## src/jbhp_pkg.sv

```systemverilog
// Shared types and constants for the JPEG baseline header parser.
`default_nettype none
package jbhp_pkg;

   localparam int POS_BITS   = 24;
   localparam int LEN_BITS   = 24;
   localparam int DIM_BITS   = 16;
   localparam int STAT_BITS  = 3;
   localparam int SUM_BITS   = ((POS_BITS > LEN_BITS) ? POS_BITS : LEN_BITS) + 1;
   localparam int RSP_BITS   = STAT_BITS + 2 * DIM_BITS;
   localparam int RSP_TDATA_BITS = ((RSP_BITS + 7) / 8) * 8;

   // verdict codes
   localparam logic [STAT_BITS-1:0] ST_OK        = 3'd0;
   localparam logic [STAT_BITS-1:0] ST_NO_SOI    = 3'd1;
   localparam logic [STAT_BITS-1:0] ST_END_SCAN  = 3'd2;
   localparam logic [STAT_BITS-1:0] ST_BAD_LEN   = 3'd3;
   localparam logic [STAT_BITS-1:0] ST_UNSUP     = 3'd4;
   localparam logic [STAT_BITS-1:0] ST_BAD_SIZE  = 3'd5;
   localparam logic [STAT_BITS-1:0] ST_DATA_END  = 3'd6;

   // register indexes
   localparam logic REG_TOTAL_LENGTH  = 1'b0;
   localparam logic REG_MAX_DIMENSION = 1'b1;

   localparam logic [LEN_BITS-1:0] TOTAL_LENGTH_RST  = '0;
   localparam logic [DIM_BITS-1:0] MAX_DIMENSION_RST = 16'd4096;

   // marker bytes
   localparam logic [7:0] MK_FILL  = 8'hFF;
   localparam logic [7:0] MK_SOI   = 8'hD8;
   localparam logic [7:0] MK_EOI   = 8'hD9;
   localparam logic [7:0] MK_SOS   = 8'hDA;
   localparam logic [7:0] MK_TEM   = 8'h01;
   localparam logic [7:0] MK_RST0  = 8'hD0;
   localparam logic [7:0] MK_RST7  = 8'hD7;
   localparam logic [7:0] MK_SOF0  = 8'hC0;
   localparam logic [7:0] MK_SOF15 = 8'hCF;
   localparam logic [7:0] MK_DHT   = 8'hC4;
   localparam logic [7:0] MK_JPG   = 8'hC8;
   localparam logic [7:0] MK_DAC   = 8'hCC;

   // frame header values accepted for a baseline frame
   localparam logic [7:0] PRECISION   = 8'd8;
   localparam logic [7:0] COMPS_GRAY  = 8'd1;
   localparam logic [7:0] COMPS_COLOR = 8'd3;

   typedef struct packed {
      logic [LEN_BITS-1:0] total_length;
      logic [DIM_BITS-1:0] max_dimension;
   } cfg_type;

   typedef struct packed {
      logic [STAT_BITS-1:0] status;
      logic [DIM_BITS-1:0]  image_width;
      logic [DIM_BITS-1:0]  image_height;
   } rsp_item_type;

   typedef struct packed {
      logic         valid;
      rsp_item_type item;
   } verdict_type;

endpackage
`default_nettype wire

```

## src/jbhp_csr.sv

```systemverilog
// Configuration registers behind the APB-style port.
`default_nettype none
module jbhp_csr
   import jbhp_pkg::*;
(
   input  wire logic        clock,
   input  wire logic        reset,
   input  wire logic        csr_psel,
   input  wire logic        csr_penable,
   input  wire logic        csr_pwrite,
   input  wire logic [2:0]  csr_paddr,
   input  wire logic [31:0] csr_pwdata,
   output logic [31:0]      csr_prdata,
   output logic             csr_pready,
   output cfg_type          cfg
);

   logic [LEN_BITS-1:0] total_length_ff, total_length_in;
   logic [DIM_BITS-1:0] max_dimension_ff, max_dimension_in;
   logic                wr_en;

   assign csr_pready = 1'b1;
   assign wr_en      = csr_psel && csr_penable && csr_pwrite && csr_pready;

   always_comb begin
      total_length_in  = total_length_ff;
      max_dimension_in = max_dimension_ff;
      if (wr_en) begin
         case (csr_paddr[2])
            REG_TOTAL_LENGTH:  total_length_in  = csr_pwdata[LEN_BITS-1:0];
            REG_MAX_DIMENSION: max_dimension_in = csr_pwdata[DIM_BITS-1:0];
            default: ;
         endcase
      end
   end

   always_ff @(posedge clock) begin
      if (reset) begin
         total_length_ff  <= TOTAL_LENGTH_RST;
         max_dimension_ff <= MAX_DIMENSION_RST;
      end else begin
         total_length_ff  <= total_length_in;
         max_dimension_ff <= max_dimension_in;
      end
   end

   // misaligned reads return zero
   always_comb begin
      csr_prdata = '0;
      if (csr_paddr[1:0] == 2'b00) begin
         case (csr_paddr[2])
            REG_TOTAL_LENGTH:  csr_prdata = {{(32-LEN_BITS){1'b0}}, total_length_ff};
            REG_MAX_DIMENSION: csr_prdata = {{(32-DIM_BITS){1'b0}}, max_dimension_ff};
            default:           csr_prdata = '0;
         endcase
      end
   end

   assign cfg.total_length  = total_length_ff;
   assign cfg.max_dimension = max_dimension_ff;

endmodule
`default_nettype wire

```

## src/jbhp_parse.sv

```systemverilog
// Per-byte header parse: phase register, counters and verdict logic.
`default_nettype none
module jbhp_parse
   import jbhp_pkg::*;
(
   input  wire logic       clock,
   input  wire logic       reset,
   input  wire logic       byte_en,
   input  wire logic [7:0] data_byte,
   input  wire logic       first_byte,
   input  wire cfg_type    cfg,
   output verdict_type     verdict
);

   localparam logic [3:0] PH_IDLE   = 4'd0;
   localparam logic [3:0] PH_SOI1   = 4'd1;
   localparam logic [3:0] PH_SOI2   = 4'd2;
   localparam logic [3:0] PH_MARKER = 4'd3;
   localparam logic [3:0] PH_LEN_HI = 4'd4;
   localparam logic [3:0] PH_LEN_LO = 4'd5;
   localparam logic [3:0] PH_SKIP   = 4'd6;
   localparam logic [3:0] PH_PREC   = 4'd7;
   localparam logic [3:0] PH_H_HI   = 4'd8;
   localparam logic [3:0] PH_H_LO   = 4'd9;
   localparam logic [3:0] PH_W_HI   = 4'd10;
   localparam logic [3:0] PH_W_LO   = 4'd11;
   localparam logic [3:0] PH_COMP   = 4'd12;
   localparam logic [3:0] PH_DONE   = 4'd13;

   logic [3:0]          phase_ff, phase_in;
   logic [POS_BITS-1:0] pos_ff, pos_in;
   logic [7:0]          marker_ff, marker_in;
   logic [7:0]          len_hi_ff, len_hi_in;
   logic [15:0]         skip_ff, skip_in;
   logic [DIM_BITS-1:0] height_ff, height_in;
   logic [DIM_BITS-1:0] width_ff, width_in;

   logic [3:0]          cur_phase;
   logic [POS_BITS-1:0] idx;
   logic                active;
   logic [15:0]         seg_size;
   logic [15:0]         skip_dec;
   logic [SUM_BITS-1:0] seg_end;
   logic [SUM_BITS-1:0] file_lim;
   logic [SUM_BITS-1:0] next_pos_w;
   logic                is_frame;
   logic                hit;
   logic [STAT_BITS-1:0] st;

   assign cur_phase  = first_byte ? PH_SOI1 : phase_ff;
   assign idx        = first_byte ? '0 : pos_ff;
   assign active     = byte_en && (first_byte || (phase_ff != PH_IDLE && phase_ff < PH_DONE));
   assign seg_size   = {len_hi_ff, data_byte};
   assign skip_dec   = skip_ff - 16'd1;
   assign seg_end    = SUM_BITS'(idx) + SUM_BITS'(seg_size);
   assign file_lim   = SUM_BITS'(cfg.total_length) + SUM_BITS'(1);
   assign next_pos_w = SUM_BITS'(idx) + SUM_BITS'(1);
   assign is_frame   = (marker_ff inside {[MK_SOF0:MK_SOF15]}) &&
                       !(marker_ff inside {MK_DHT, MK_JPG, MK_DAC});

   always_comb begin
      phase_in  = phase_ff;
      pos_in    = pos_ff;
      marker_in = marker_ff;
      len_hi_in = len_hi_ff;
      skip_in   = skip_ff;
      height_in = height_ff;
      width_in  = width_ff;
      hit       = 1'b0;
      st        = ST_OK;

      if (active) begin
         phase_in = cur_phase;
         case (cur_phase)
            PH_SOI1: begin
               if (cfg.total_length < LEN_BITS'(4) || data_byte != MK_FILL) begin
                  hit = 1'b1;
                  st  = ST_NO_SOI;
               end else begin
                  phase_in = PH_SOI2;
               end
            end
            PH_SOI2: begin
               if (data_byte != MK_SOI) begin
                  hit = 1'b1;
                  st  = ST_NO_SOI;
               end else begin
                  phase_in = PH_MARKER;
               end
            end
            PH_MARKER: begin
               if (data_byte != MK_FILL) begin
                  marker_in = data_byte;
                  if (data_byte inside {MK_EOI, MK_SOS}) begin
                     hit = 1'b1;
                     st  = ST_END_SCAN;
                  end else if (!(data_byte inside {MK_TEM, [MK_RST0:MK_RST7]})) begin
                     phase_in = PH_LEN_HI;
                  end
               end
            end
            PH_LEN_HI: begin
               len_hi_in = data_byte;
               phase_in  = PH_LEN_LO;
            end
            PH_LEN_LO: begin
               if (seg_size < 16'd2 || seg_end > file_lim) begin
                  hit = 1'b1;
                  st  = ST_BAD_LEN;
               end else if (is_frame) begin
                  if (marker_ff != MK_SOF0 || seg_size < 16'd8) begin
                     hit = 1'b1;
                     st  = ST_UNSUP;
                  end else begin
                     phase_in = PH_PREC;
                  end
               end else begin
                  skip_in  = seg_size - 16'd2;
                  phase_in = (seg_size != 16'd2) ? PH_SKIP : PH_MARKER;
               end
            end
            PH_SKIP: begin
               skip_in = skip_dec;
               if (skip_dec == 16'd0) begin
                  phase_in = PH_MARKER;
               end
            end
            PH_PREC: begin
               if (data_byte != PRECISION) begin
                  hit = 1'b1;
                  st  = ST_UNSUP;
               end else begin
                  phase_in = PH_H_HI;
               end
            end
            PH_H_HI: begin
               height_in = {data_byte, 8'h00};
               phase_in  = PH_H_LO;
            end
            PH_H_LO: begin
               height_in = {height_ff[15:8], data_byte};
               phase_in  = PH_W_HI;
            end
            PH_W_HI: begin
               width_in = {data_byte, 8'h00};
               phase_in = PH_W_LO;
            end
            PH_W_LO: begin
               width_in = {width_ff[15:8], data_byte};
               phase_in = PH_COMP;
            end
            PH_COMP: begin
               hit = 1'b1;
               if (width_ff == '0 || height_ff == '0 ||
                   width_ff > cfg.max_dimension || height_ff > cfg.max_dimension ||
                   !(data_byte inside {COMPS_GRAY, COMPS_COLOR})) begin
                  st = ST_BAD_SIZE;
               end else begin
                  st = ST_OK;
               end
            end
            default: ;
         endcase

         if (!hit && next_pos_w == SUM_BITS'(cfg.total_length)) begin
            hit = 1'b1;
            st  = ST_DATA_END;
         end
         pos_in = next_pos_w[POS_BITS-1:0];
         if (hit) begin
            phase_in = PH_DONE;
         end
      end
   end

   always_ff @(posedge clock) begin
      if (reset) begin
         phase_ff  <= PH_IDLE;
         pos_ff    <= '0;
         marker_ff <= '0;
         len_hi_ff <= '0;
         skip_ff   <= '0;
         height_ff <= '0;
         width_ff  <= '0;
      end else begin
         phase_ff  <= phase_in;
         pos_ff    <= pos_in;
         marker_ff <= marker_in;
         len_hi_ff <= len_hi_in;
         skip_ff   <= skip_in;
         height_ff <= height_in;
         width_ff  <= width_in;
      end
   end

   assign verdict.valid             = hit;
   assign verdict.item.status       = st;
   assign verdict.item.image_width  = (st == ST_OK) ? width_ff : '0;
   assign verdict.item.image_height = (st == ST_OK) ? height_ff : '0;

   // a verdict always parks the parser until the next start of file
   a_done_after_verdict: assert property (@(posedge clock) disable iff (reset)
      verdict.valid |=> phase_ff == PH_DONE)
      else $error("parser not parked after verdict");

   a_ok_has_size: assert property (@(posedge clock) disable iff (reset)
      verdict.valid && verdict.item.status == ST_OK |->
         verdict.item.image_width != '0 && verdict.item.image_height != '0)
      else $error("ok verdict with zero dimension");

   a_idle_no_verdict: assert property (@(posedge clock) disable iff (reset)
      !byte_en |-> !verdict.valid)
      else $error("verdict without a byte");

endmodule
`default_nettype wire

```

## src/jbhp_rsp_queue.sv

```systemverilog
// Two-entry result queue: output register plus skid entry.
`default_nettype none
module jbhp_rsp_queue
   import jbhp_pkg::*;
(
   input  wire logic                      clock,
   input  wire logic                      reset,
   input  wire verdict_type               verdict,
   output logic                           room,
   output logic                           rsp_tvalid,
   input  wire logic                      rsp_tready,
   output logic [RSP_TDATA_BITS-1:0]      rsp_tdata
);

   rsp_item_type head_ff, head_in;
   rsp_item_type tail_ff, tail_in;
   logic [1:0]   count_ff, count_in;
   logic         push, pop;

   assign push       = verdict.valid;
   assign pop        = rsp_tvalid && rsp_tready;
   assign rsp_tvalid = (count_ff != 2'd0);
   assign room       = (count_ff != 2'd2);
   assign rsp_tdata  = {{(RSP_TDATA_BITS-RSP_BITS){1'b0}},
                        head_ff.image_height, head_ff.image_width, head_ff.status};

   always_comb begin
      head_in  = head_ff;
      tail_in  = tail_ff;
      count_in = count_ff;
      case ({push, pop})
         2'b10: begin
            if (count_ff == 2'd0) begin
               head_in = verdict.item;
            end else begin
               tail_in = verdict.item;
            end
            count_in = count_ff + 2'd1;
         end
         2'b01: begin
            head_in  = tail_ff;
            count_in = count_ff - 2'd1;
         end
         2'b11: begin
            if (count_ff == 2'd1) begin
               head_in = verdict.item;
            end else begin
               head_in = tail_ff;
               tail_in = verdict.item;
            end
         end
         default: ;
      endcase
   end

   always_ff @(posedge clock) begin
      if (reset) begin
         count_ff <= '0;
      end else begin
         count_ff <= count_in;
      end
      head_ff <= head_in;
      tail_ff <= tail_in;
   end

   a_no_overflow: assert property (@(posedge clock) disable iff (reset)
      !(push && !pop && count_ff == 2'd2))
      else $error("result queue overflow");

   a_count_range: assert property (@(posedge clock) disable iff (reset)
      count_ff != 2'd3)
      else $error("result queue count out of range");

   a_push_shows: assert property (@(posedge clock) disable iff (reset)
      push |=> rsp_tvalid)
      else $error("pushed result not presented");

endmodule
`default_nettype wire

```

## src/jpeg_baseline_header_parser.sv

```systemverilog
// Top level of the JPEG baseline header parser.
// The block takes a JPEG file one byte per transfer on the req_ side (tdata is the byte,
// tuser marks byte zero of a new file) and gives at most one verdict per file on the
// rsp_ side: status 0 with the frame width and height for an accepted baseline C0
// frame, otherwise an error code and zero dimensions. It sustains one byte per clock:
// each byte updates the phase register and counters, and any verdict lands in a
// two-entry result queue, so input keeps flowing while a verdict waits to be taken;
// req_tready drops only while both queue entries are held. With the queue empty a
// verdict appears on rsp_ in the cycle after the byte that caused it; behind a waiting
// verdict it follows once that one is taken. The file length (register 0, byte
// address 0) and the largest accepted dimension (register 1, byte address 4) must be
// written over the csr_ port only while no file is being parsed (not enforced).
// Bytes before the first start-of-file and after a verdict are taken and dropped.
`default_nettype none
module jpeg_baseline_header_parser
   import jbhp_pkg::*;
(
   input  wire logic                 clock,
   input  wire logic                 reset,
   // byte input
   input  wire logic                 req_tvalid,
   output logic                      req_tready,
   input  wire logic [7:0]           req_tdata,   // [7:0] data_byte
   input  wire logic                 req_tuser,   // [0] first_byte
   // verdict output
   output logic                      rsp_tvalid,
   input  wire logic                 rsp_tready,
   output logic [RSP_TDATA_BITS-1:0] rsp_tdata,   // [2:0] status, [18:3] image_width,
                                                  // [34:19] image_height, rest zero
   // configuration
   input  wire logic                 csr_psel,
   input  wire logic                 csr_penable,
   input  wire logic                 csr_pwrite,
   input  wire logic [2:0]           csr_paddr,
   input  wire logic [31:0]          csr_pwdata,
   output logic [31:0]               csr_prdata,
   output logic                      csr_pready
);

   cfg_type     cfg;
   verdict_type verdict;
   logic        room;
   logic        byte_en;

   // req_tready is high whenever the queue can take a possible verdict
   assign req_tready = room;
   assign byte_en    = req_tvalid && req_tready;

   jbhp_csr u_csr (
      .clock       (clock),
      .reset       (reset),
      .csr_psel    (csr_psel),
      .csr_penable (csr_penable),
      .csr_pwrite  (csr_pwrite),
      .csr_paddr   (csr_paddr),
      .csr_pwdata  (csr_pwdata),
      .csr_prdata  (csr_prdata),
      .csr_pready  (csr_pready),
      .cfg         (cfg)
   );

   jbhp_parse u_parse (
      .clock      (clock),
      .reset      (reset),
      .byte_en    (byte_en),
      .data_byte  (req_tdata),
      .first_byte (req_tuser),
      .cfg        (cfg),
      .verdict    (verdict)
   );

   jbhp_rsp_queue u_rsp_queue (
      .clock      (clock),
      .reset      (reset),
      .verdict    (verdict),
      .room       (room),
      .rsp_tvalid (rsp_tvalid),
      .rsp_tready (rsp_tready),
      .rsp_tdata  (rsp_tdata)
   );

endmodule
`default_nettype wire

```

## config.mk

```make
export PLATFORM = sky130hd
export DESIGN_NAME = jpeg_baseline_header_parser
export DESIGN_NICKNAME = d
export VERILOG_FILES = /design/src/jbhp_pkg.sv /design/src/jbhp_csr.sv /design/src/jbhp_parse.sv /design/src/jbhp_rsp_queue.sv /design/src/jpeg_baseline_header_parser.sv
export SDC_FILE = /design/constraint.sdc
export NUM_CORES = 1
export LEC_CHECK = 0
export BUFFER_PORTS_ARGS = -buffer_cell sky130_fd_sc_hd__buf_2
export CAP_MARGIN = 20
export CORE_MARGIN = 2
export CORE_UTILIZATION = 55
export DETAILED_ROUTE_END_ITERATION = 16
export PLACE_DENSITY = 0.75
export SYNTH_ARGS = -nofsm -noshare
export SYNTH_HDL_FRONTEND = slang
export SYNTH_SLANG_ARGS = --single-unit
```

## constraint.sdc

```tcl
create_clock -name clock -period 16.9 [get_ports clock]
set_input_delay 2.535 -clock clock [delete_from_list [all_inputs] [get_ports clock]]
set_output_delay 2.535 -clock clock [all_outputs]
set_load 0.01 [all_outputs]
```

* Word level (Yosys, flattened, before mapping)
Cells that the tools add are included.
Cells by class: $add $sub $neg 7, multipliers 0, divide/modulo/power cells 0, magnitude comparators 11, eq/ne operators 35, shift operators 0, muxes and demuxes 56, bitwise logic cells 3, reduce and logical (&&, ||, !) cells 50
Operator list (number):
- $mux 35 | 4
- $pmux 35 s3 | 1
- $pmux 16 s2 | 3
- $pmux 35 s2 | 1
- $mux 16 | 4
- $pmux 32 s2 | 1
- $add 24x1->25 const B | 2
- $logic_not 16->1 | 3
- $mux 4 | 12
- $pmux 4 s11 | 1
- $eq 8x8->1 const B | 5
- $gt 16x16->1 | 2
- $mux 32 | 1
- $mux 3 | 9
- $add 24x16->25 | 1
- $eq 25x24->1 | 1
- $gt 25x25->1 | 1
- $lt 24x3->1 const B | 1
- $mux 24 | 1
- $ne 8x8->1 const B | 3
- $eq 4x4->1 const B | 5
- $pmux 3 s6 | 1
- $reduce_bool 2->1 | 9
- $eq 4x3->1 const B | 4
- other kinds (34) | 86
Word-level totals: register bits after elaboration 204, latch bits 0, RAM bits 0, bits in read-only memories 0, bits of input ports 51, output and inout port bits 75, word-level logic and storage cells 180, memories 0

* Logic depth before layout (Yosys ltp)
Gate-level depths: netlist of run 1.
depth in word-level cells 16, gate-level depth with buffers 36, mapped depth without buffers 28

* Modules after synthesis
Synthesis of run 1 repeated with hierarchy kept, for this count alone.
Second synthesis, totals: cell total of the unflattened synthesis 1777, area, all modules 15016.9 um^2
Modules (own cells, without submodules):
- jbhp_parse | times used 1, cells an instance 1301, area each 9394.0 um^2, seq. area each 1841.8 um^2
- jbhp_rsp_queue | times used 1, cells an instance 260, area each 3539.6 um^2, seq. area each 2142.1 um^2
- jbhp_csr | times used 1, cells an instance 215, area each 2077.0 um^2, seq. area each 800.8 um^2
- jpeg_baseline_header_parser | times used 1, cells an instance 1, area each 6.3 um^2, seq. area each 0.0 um^2

* Worst setup path before layout of run 1
Ideal clock, no wire load.
path kind in2reg, from input port req_tuser, to register u_rsp_queue.head_ff (netlist bit u_rsp_queue.rsp_tdata[0]), enable pin, setup time 0.476 ns, data arrival time 10.913 ns, data required time 16.424 ns, slack 5.511 ns, cell stages on the path 30, buffers on the path 7, cell sequence buf_6 buf_6 buf_2 buf_2 buf_1 buf_1 buf_1 nor2b_1 ha_1 inv_1 fa_1 nor2b_1 maj3_1 a211o_1 o31ai_2 a311oi_2 maj3_1 a41oi_1 a21o_1 nor2_1 xor2_1 ha_1 nand4_1 or3_1 o21ai_0 a211oi_1 o21ai_1 a211oi_1 a21o_1 o21ai_0
Between the ends: word-level cells in the longest chain between the ends 15, elaborated cells between the ends (all ways) 29, those cells by class add/sub: 2; order compare: 1; eq/ne: 11; mux: 8; reduce/logical: 7
Ends and longest elaborated chain:
- from (decl) | RTL line jpeg_baseline_header_parser.sv:24 | input wire logic req_tuser,
- $mux 24 | RTL line jbhp_parse.sv:51 | assign idx = first_byte ? '0 : pos_ff;
- $add 24x16->25 | RTL line jbhp_parse.sv:55 | assign seg_end = SUM_BITS'(idx) + SUM_BITS'(seg_size);
- $gt 25x25->1 | RTL line jbhp_parse.sv:107 | if (seg_size < 16'd2 || seg_end > file_lim) begin
- $logic_or 1x1->1 | RTL line jbhp_parse.sv:107
- $mux 1 | RTL line jbhp_parse.sv:107
- $pmux 1 s6 | RTL line jbhp_parse.sv:74 | case (cur_phase)
- $mux 1 | RTL line jbhp_parse.sv:72 | if (active) begin
- $logic_not 1->1 | RTL line jbhp_parse.sv:165 | if (!hit && next_pos_w == SUM_BITS'(cfg.total_length)) begin
- $logic_and 1x1->1 | RTL line jbhp_parse.sv:165
- $mux 1 | RTL line jbhp_parse.sv:165
- $mux 1 | RTL line jbhp_parse.sv:72
- $mux 1 (*) | RTL line jbhp_parse.sv:72
- $eq 2x2->1 or $eq 2x1->1 (tied branches) | RTL line jbhp_rsp_queue.sv:31 | case ({push, pop})
- $ne 2x1->1 (no source line) or $reduce_bool 3->1 (tied branches)
- $reduce_and 2->1 (no source line) (*)
- to (signal assigned) | RTL line jbhp_rsp_queue.sv:62 | head_ff <= head_in;
- to (decl) | RTL line jbhp_rsp_queue.sv:15 | rsp_item_type head_ff, head_in;
Every way passes the cells marked *; elsewhere a longest branch is shown, timed or not. The select of a mux whose other input is x is not followed. A chain may end at the register's enable or synchronous reset.

==> results.py, run 1 <==
metrics = {
    "critical_path": {
        "critPathArrivalTime_ns": 10.02,
        "end_kind": "register",
        "r2r_start": "u_parse.pos_ff[0]",
        "crit_top_cell": "a21o_1",
        "startpoint": "req_tuser",
        "reg2reg_to": "u_rsp_queue.rsp_tdata[22]",
        "crit_slowest_cell": "a211oi_1",
        "required_ns": 17.18,
        "ff2ff_path_depth": 29,
        "cp_max_fo": 35,
        "path_class": "in -> reg",
        "start_kind": "input port",
        "r2r_slack_ns": 9.04,
        "slowest_delay_ns": 0.48,
        "endpoint": "u_rsp_queue.rsp_tdata[22]",
    },
    "global_routing": {
        "top_usage_layer": "met2",
        "grt_overflow": 0,
        "use_met2_pct": 46.8,
        "gr-usage-met3_pct": 3.13,
        "grt_max_degree": 86,
        "grt_pass1_wl_microns": 61000,
        "grt_usage_pct": 28.3,
        "grt_pass1_vias": 11400,
        "grt_use_met1_pct": 38.6,
        "antenna_found_initial": 2,
    },
    "hold_path": {
        "min_path_type": "reg -> reg",
    },
    "timing": {
        "slew_headroom_pct": 31.6,
        "period_minus_slack_ns": 9.74,
        "fin_hold_ws_ns": 0.469,
        "max_freq_ghz": 0.103,
        "fin_crit_sh_pct": 57.6,
        "rsz0062_at_grt": "no",
        "tightest_slew_ns": 1.03,
        "final_max_slew_viol_count": 0,
        "finClkSkew_ns": 0.00960,
        "setup_violations": 0,
        "finalSetupTns_ns": 0,
        "hold_viol_final": 0,
    },
    "cells_and_area": {
        "nets": 1835,
        "post-route-util_pct": 60.6,
        "fin_area_sq_um": 15100,
        "syn2layout_area_growth_pct": 9.36,
        "drive_above_1_share_pct": 11.2,
    },
    "clock_network": {
        "cts_resized": 0,
        "clkSinkCount": 204,
        "cts_tree": "done",
        "path_clk_slew_ns": 0.06,
        "cts-root-buf": "clkbuf_16",
        "cts.path.max_buffers": 3,
        "insertion_delay_ns": 0.54,
        "cts_inserted_buffers": 23,
        "cts_setup_buffers": 0,
        "h-tree-depth": 1,
        "hold_buffers": 0,
    },
    "power_and_ir_drop": {
        "power_frac_clock_pct": 34.4,
        "internal_power_mw": 1.01,
        "leakage_nw": 5.83,
        "pwr-share-comb_pct": 23.4,
        "peakVddDrop_uv": 126,
        "switching_share_pct": 32.1,
        "total_power_mw": 1.48,
        "power_switching_mw": 0.477,
        "power.density_nw_per_um2": 98.0,
        "power_frac_seq_pct": 42.2,
    },
    "placement": {
        "io_buffers": 103,
        "place_congestion": 0.928,
        "dpl_cell_area_sq_um": 14300,
        "place_hpwl_microns": 26900,
    },
    "yosys": {
        "ys_types": 89,
        "synth_ff_type": "dfxtp_1",
        "synth_seq_cells": 204,
        "synth_commonest_cells": "218 x nand2_1, 147 x nor2_1, 137 x a21oi_1",
        "synth.most_common_cell": "nand2_1",
        "yosysTopAreaCellShare_pct": 19.4,
        "yosys.area_share.simple_pct": 25.6,
        "synth_top_family_by_area": "simple AND/OR/NAND/NOR gates",
        "async_reset_ff_share_pct": 0,
        "syn_inst": 1681,
        "yosysSeqAreaShare_pct": 34.6,
        "synth_mux_area_share_pct": 2.70,
        "ys_warn_count": 0,
        "syn-cell-area_sq_um": 13800,
        "yosys.area_share.adder_pct": 7.76,
        "synth_area_leaders": "dfxtp_1 19%, edfxtp_1 15%, ha_1 7.3%",
        "synth_edf_count": 70,
        "synth_compound_area_share_pct": 17.8,
        "synth.avg_cell_area_sq_um": 8.23,
        "synth-xor-area-share_pct": 5.82,
        "yosysTopAreaCell": "dfxtp_1",
    },
    "drt": {
        "vias": 12600,
        "viasPerCell": 6.15,
        "remaining_drc_errors": 0,
        "first_pass_iters": 6,
        "drtAntennaViolNets": 0,
        "drt_iter0_drc": 1203,
        "drt_wl_total_microns": 38200,
        "avgRoutedWirePerCell_microns": 18.7,
    },
    "status": {
        "status": "completed",
    },
    "die": {
        "die_y_microns": 163,
        "pin_count": 126,
        "start_util_pct": 55.4,
        "die_area_sq_um": 26400,
        "die_width_microns": 163,
        "core-area_sq_um": 25000,
        "rows": 58,
    },
    "run": {
        "drv_cap": 0,
    },
}
==> critical path, delay by kind of cell <==
kind	cells	cell delay, ns
buffers and inverters	4	0.76
and+or+nand+nor	6	1.54
AOI/OAI and AO/OA	15	3.74
adders and majority gates	5	1.42
==> layout make-up <==
type / instances / area (sq um)
clock buffers: 31 / 646
clock inverters: 11 / 126
diodes: 1 / 2.50
inverters: 50 / 188
multi-input cells: 1309 / 8340
flip-flops and latches: 204 / 4780
fillers: 2262 / 9830
repair buffers: 114 / 633
well taps: 330 / 413
==> cells in the final DEF, fill, tap and decap left out, drive strengths merged, types with 23 or more instances in the layout <==
cell type	instances
nand2	219
nor2	149
a21oi	137
dfxtp	134
buf	114
o21ai	86
ha	81
edfxtp	70
nand3	64
inv	51
xnor2	49
and2	45
xor2	43
nor2b	36
mux2i	35
nand4	35
a32o	32
nor3	32
clkbuf	31
nor4	27
a21o	23
==> registers in the layout, summed over array words and instances (netlist names) <==
name	cells
u_csr.max_dimension_ff	16
u_parse.phase_ff	4
u_rsp_queue.tail_ff	35
u_parse.len_hi_ff	8
u_rsp_queue.count_ff	2
u_parse.pos_ff	24
u_parse.marker_ff	8
u_parse.width_ff	16
u_csr.total_length_ff	24
u_parse.skip_ff	16
u_rsp_queue.rsp_tdata	35
u_parse.height_ff	16
==> kinds of logic (layout without fill, tap and decap cells) <==
| family | after synthesis | after routing |
|---|---|---|
| buf+inv | 180 | 206 |
| mux | 37 | 37 |
| compound gates | 385 | 385 |
| flops | 204 | 204 |
| fa+ha+maj | 86 | 86 |
| xor+xnor | 92 | 92 |
| other cells | 2 | 15 |
| simple gates | 695 | 695 |
==> stage by stage <==
step                instances  worst slack, ns
floorplan                1693             5.51
global placement         2004             6.45
detailed placement       2006             6.50
CTS                      2048             7.01
global route             2050             6.60
finish                   2050             7.16
==> layer usage <==
layer | wire, microns | vias up
met5 | 0 | -
met4 | 1300 | 0
met3 | 2560 | 85
met2 | 18000 | 512
met1 | 16400 | 5965
li1 | - | 6046
==> worst min-delay path by stage <==
stage | from | endpoint | slack [ns] | depth (start not counted)
detailed placement | u_csr.max_dimension_ff[1] | u_csr.max_dimension_ff[1] | 0.46 | 2
finish | u_csr.max_dimension_ff[1] | u_csr.max_dimension_ff[1] | 0.47 | 2
floorplan | u_csr.max_dimension_ff[10] | u_csr.max_dimension_ff[10] | 0.45 | 2
CTS | u_csr.max_dimension_ff[1] | u_csr.max_dimension_ff[1] | 0.47 | 2
global route | u_csr.max_dimension_ff[1] | u_csr.max_dimension_ff[1] | 0.49 | 2
global placement | u_csr.max_dimension_ff[5] | u_csr.max_dimension_ff[5] | 0.46 | 2
==> power by group through the flow <==
stage	Sequential (mW)	Combinational (mW)	Clock, mW
2_1_floorplan	0.645	0.224	0
3_3_place_gp	0.635	0.325	0
3_5_place_dp	0.638	0.339	0
4_1_cts	0.628	0.341	0.519
5_1_grt	0.634	0.385	0.535
6_report	0.626	0.346	0.510
(Power assumes the default switching activity.)
==> inputs of run 2 (changes only) <==
PLACE_DENSITY = 0.78   (was 0.75)
clock period = 8.2 ns   (was 16.9 ns; I/O delays follow)
==> run 2 against run 1 <==
Die area did not move; clock skew is 0.0062 ns higher; count of clock-buffer cells in the layout rose by 1; critical path depth is 1 lower; final area grew 0.37%; register-to-register slack got worse by 8.0 ns; worst setup slack worse by 6.4 ns; utilization rose by 0.23 points; sequential share of layout area decreased by 0.12 points; largest power group unchanged; highest routed layer is now met5.
==> results.py, run 2 (same netlist as run 1, synthesis figures left out) <==
metrics = {
    "status": {
        "status": "completed",
    },
    "placement": {
        "io_buffers": 103,
        "place_hpwl_microns": 27100,
        "place_congestion": 0.947,
        "dp.cells": 2017,
    },
    "cells_and_area": {
        "final_cells": 2060,
        "syn2layout_area_growth_pct": 9.77,
        "n_fill_cell": 2165,
        "drive_above_1_share_pct": 11.9,
        "multi_input_area_sq_um": 8350,
        "seq_area_sq_um": 4780,
        "nets": 1846,
        "layout_common_cells": "218 x nand2_1, 146 x nor2_1, 136 x a21oi_1, 134 x dfxtp_1, 102 x buf_2",
        "final_common_cell": "nand2_1",
    },
    "die": {
        "die_y_microns": 163,
        "die_width_microns": 163,
        "core-area_sq_um": 25000,
        "rows": 58,
        "pin_count": 126,
        "start_util_pct": 55.4,
        "die_area_sq_um": 26400,
    },
    "critical_path": {
        "end_kind": "register",
        "r2r_slack_ns": 1.06,
        "slowest_delay_ns": 0.43,
        "crit_slowest_cell": "fa_1",
        "cp_max_fo": 35,
        "path_class": "in -> reg",
        "crit_top_cell": "a21o_1",
        "critPathArrivalTime_ns": 7.69,
        "start_kind": "input port",
        "required_ns": 8.47,
    },
    "drt": {
        "viasPerCell": 6.15,
        "vias": 12700,
        "remaining_drc_errors": 0,
        "first_pass_iters": 5,
        "drt_wl_total_microns": 38000,
        "drt_iter0_drc": 1227,
        "drtAntennaViolNets": 0,
        "avgRoutedWirePerCell_microns": 18.5,
    },
    "timing": {
        "finClkSkew_ns": 0.0158,
        "rsz0062_at_grt": "no",
        "hold_viol_final": 0,
        "setup_violations": 0,
        "finalSetupTns_ns": 0,
        "max_freq_ghz": 0.135,
        "period_minus_slack_ns": 7.41,
        "fin_crit_sh_pct": 90.4,
        "tightest_slew_ns": 1.01,
        "slew_headroom_pct": 32.9,
        "final_max_slew_viol_count": 0,
    },
    "global_routing": {
        "grt_overflow": 0,
        "grt_max_degree": 91,
        "grt_usage_pct": 28.1,
        "grt_pass1_wl_microns": 60700,
        "grt_pass1_vias": 11700,
        "antenna_found_initial": 1,
    },
    "clock_network": {
        "cts_inserted_buffers": 23,
        "cts_resized": 0,
        "cts_tree": "done",
        "path_clk_slew_ns": 0.06,
        "cts-root-buf": "clkbuf_16",
        "cts_setup_buffers": 0,
        "h-tree-depth": 1,
        "hold_buffers": 0,
        "clkSinkCount": 204,
        "cts.path.max_buffers": 3,
        "insertion_delay_ns": 0.53,
    },
    "hold_path": {
        "min_path_type": "reg -> reg",
    },
    "power_and_ir_drop": {
        "power_frac_clock_pct": 34.0,
        "power.density_nw_per_um2": 200,
        "internal_power_mw": 2.06,
        "switching_share_pct": 32.1,
        "total_power_mw": 3.04,
        "pwr-share-comb_pct": 23.5,
        "peakVddDrop_uv": 226,
        "leakage_nw": 5.87,
        "power_switching_mw": 0.974,
        "power_frac_seq_pct": 42.5,
    },
    "run": {
        "drv_cap": 0,
    },
}
-- run 2: changes by cell type in the layout (fill, tap and decap cells not counted), sizes merged --
cell,delta
clkbuf,+1
buf,+11
clkinv,-2
-- run 2: layer usage --
layer | track usage, % | part of all wire [%] | wire length [microns] | vias up
li1 | - | - | - | 6060
met1 | 37.3 | 42 | 16000 | 6010
met2 | 46.8 | 48 | 18100 | 497
met3 | 3.72 | 6.5 | 2460 | 107
met4 | 11.2 | 3.8 | 1460 | 2
met5 | 0 | 0.029 | 11 | -
-- run 2: worst paths after layout --
kind | from | to | cells past startpoint
max reg2reg | u_parse.pos_ff[0] | u_rsp_queue.rsp_tdata[25] | 29
max | req_tuser | u_rsp_queue.rsp_tdata[25] | 29
min reg2reg | u_csr.max_dimension_ff[13] | u_csr.max_dimension_ff[13] | 2
min | u_csr.max_dimension_ff[13] | u_csr.max_dimension_ff[13] | 2
-- run 2: layout make-up --
class | instances | area share, %
Multi-Input combinational cell | 1309 | 55.0
Sequential cell | 204 | 31.5
Clock buffer | 32 | 4.14
Antenna cell | 1 | 0.0165
Timing Repair Buffer | 125 | 4.66
Tap cell | 330 | 2.72
Clock inverter | 9 | 0.750
Inverter | 50 | 1.24
-- run 2: power by group through the flow --
| stage | sequential (mW) | combinational (mW) | clock (mW) |
|---|---|---|---|
| CTS | 1.29 | 0.711 | 1.04 |
| global route | 1.30 | 0.791 | 1.08 |
| global placement | 1.31 | 0.693 | 0 |
| floorplan | 1.32 | 0.475 | 0 |
| detailed placement | 1.31 | 0.707 | 0 |
| finish | 1.29 | 0.713 | 1.03 |
-- run 2: per-stage QoR --
stage	worst slack [ns]	hold slack (ns)	instance area (sq um)	util (%)
global route	0.338	0.504	15200	60.8
global placement	0.480	0.458	14400	57.8
floorplan	0.00759	0.449	13900	-
finish	0.788	0.474	15200	60.8
detailed placement	0.366	0.466	14400	57.8
CTS	0.856	0.474	15200	60.8
-- run 2: worst max-delay path, delay by kind of cell --
kind | cells | cell delay [ns]
AO/OA/AOI/OAI | 16 | 3.44
adder cells (fa/ha/maj) | 4 | 1.24
buffers and inverters | 4 | 0.59
AND/OR/NAND/NOR | 5 | 1.15
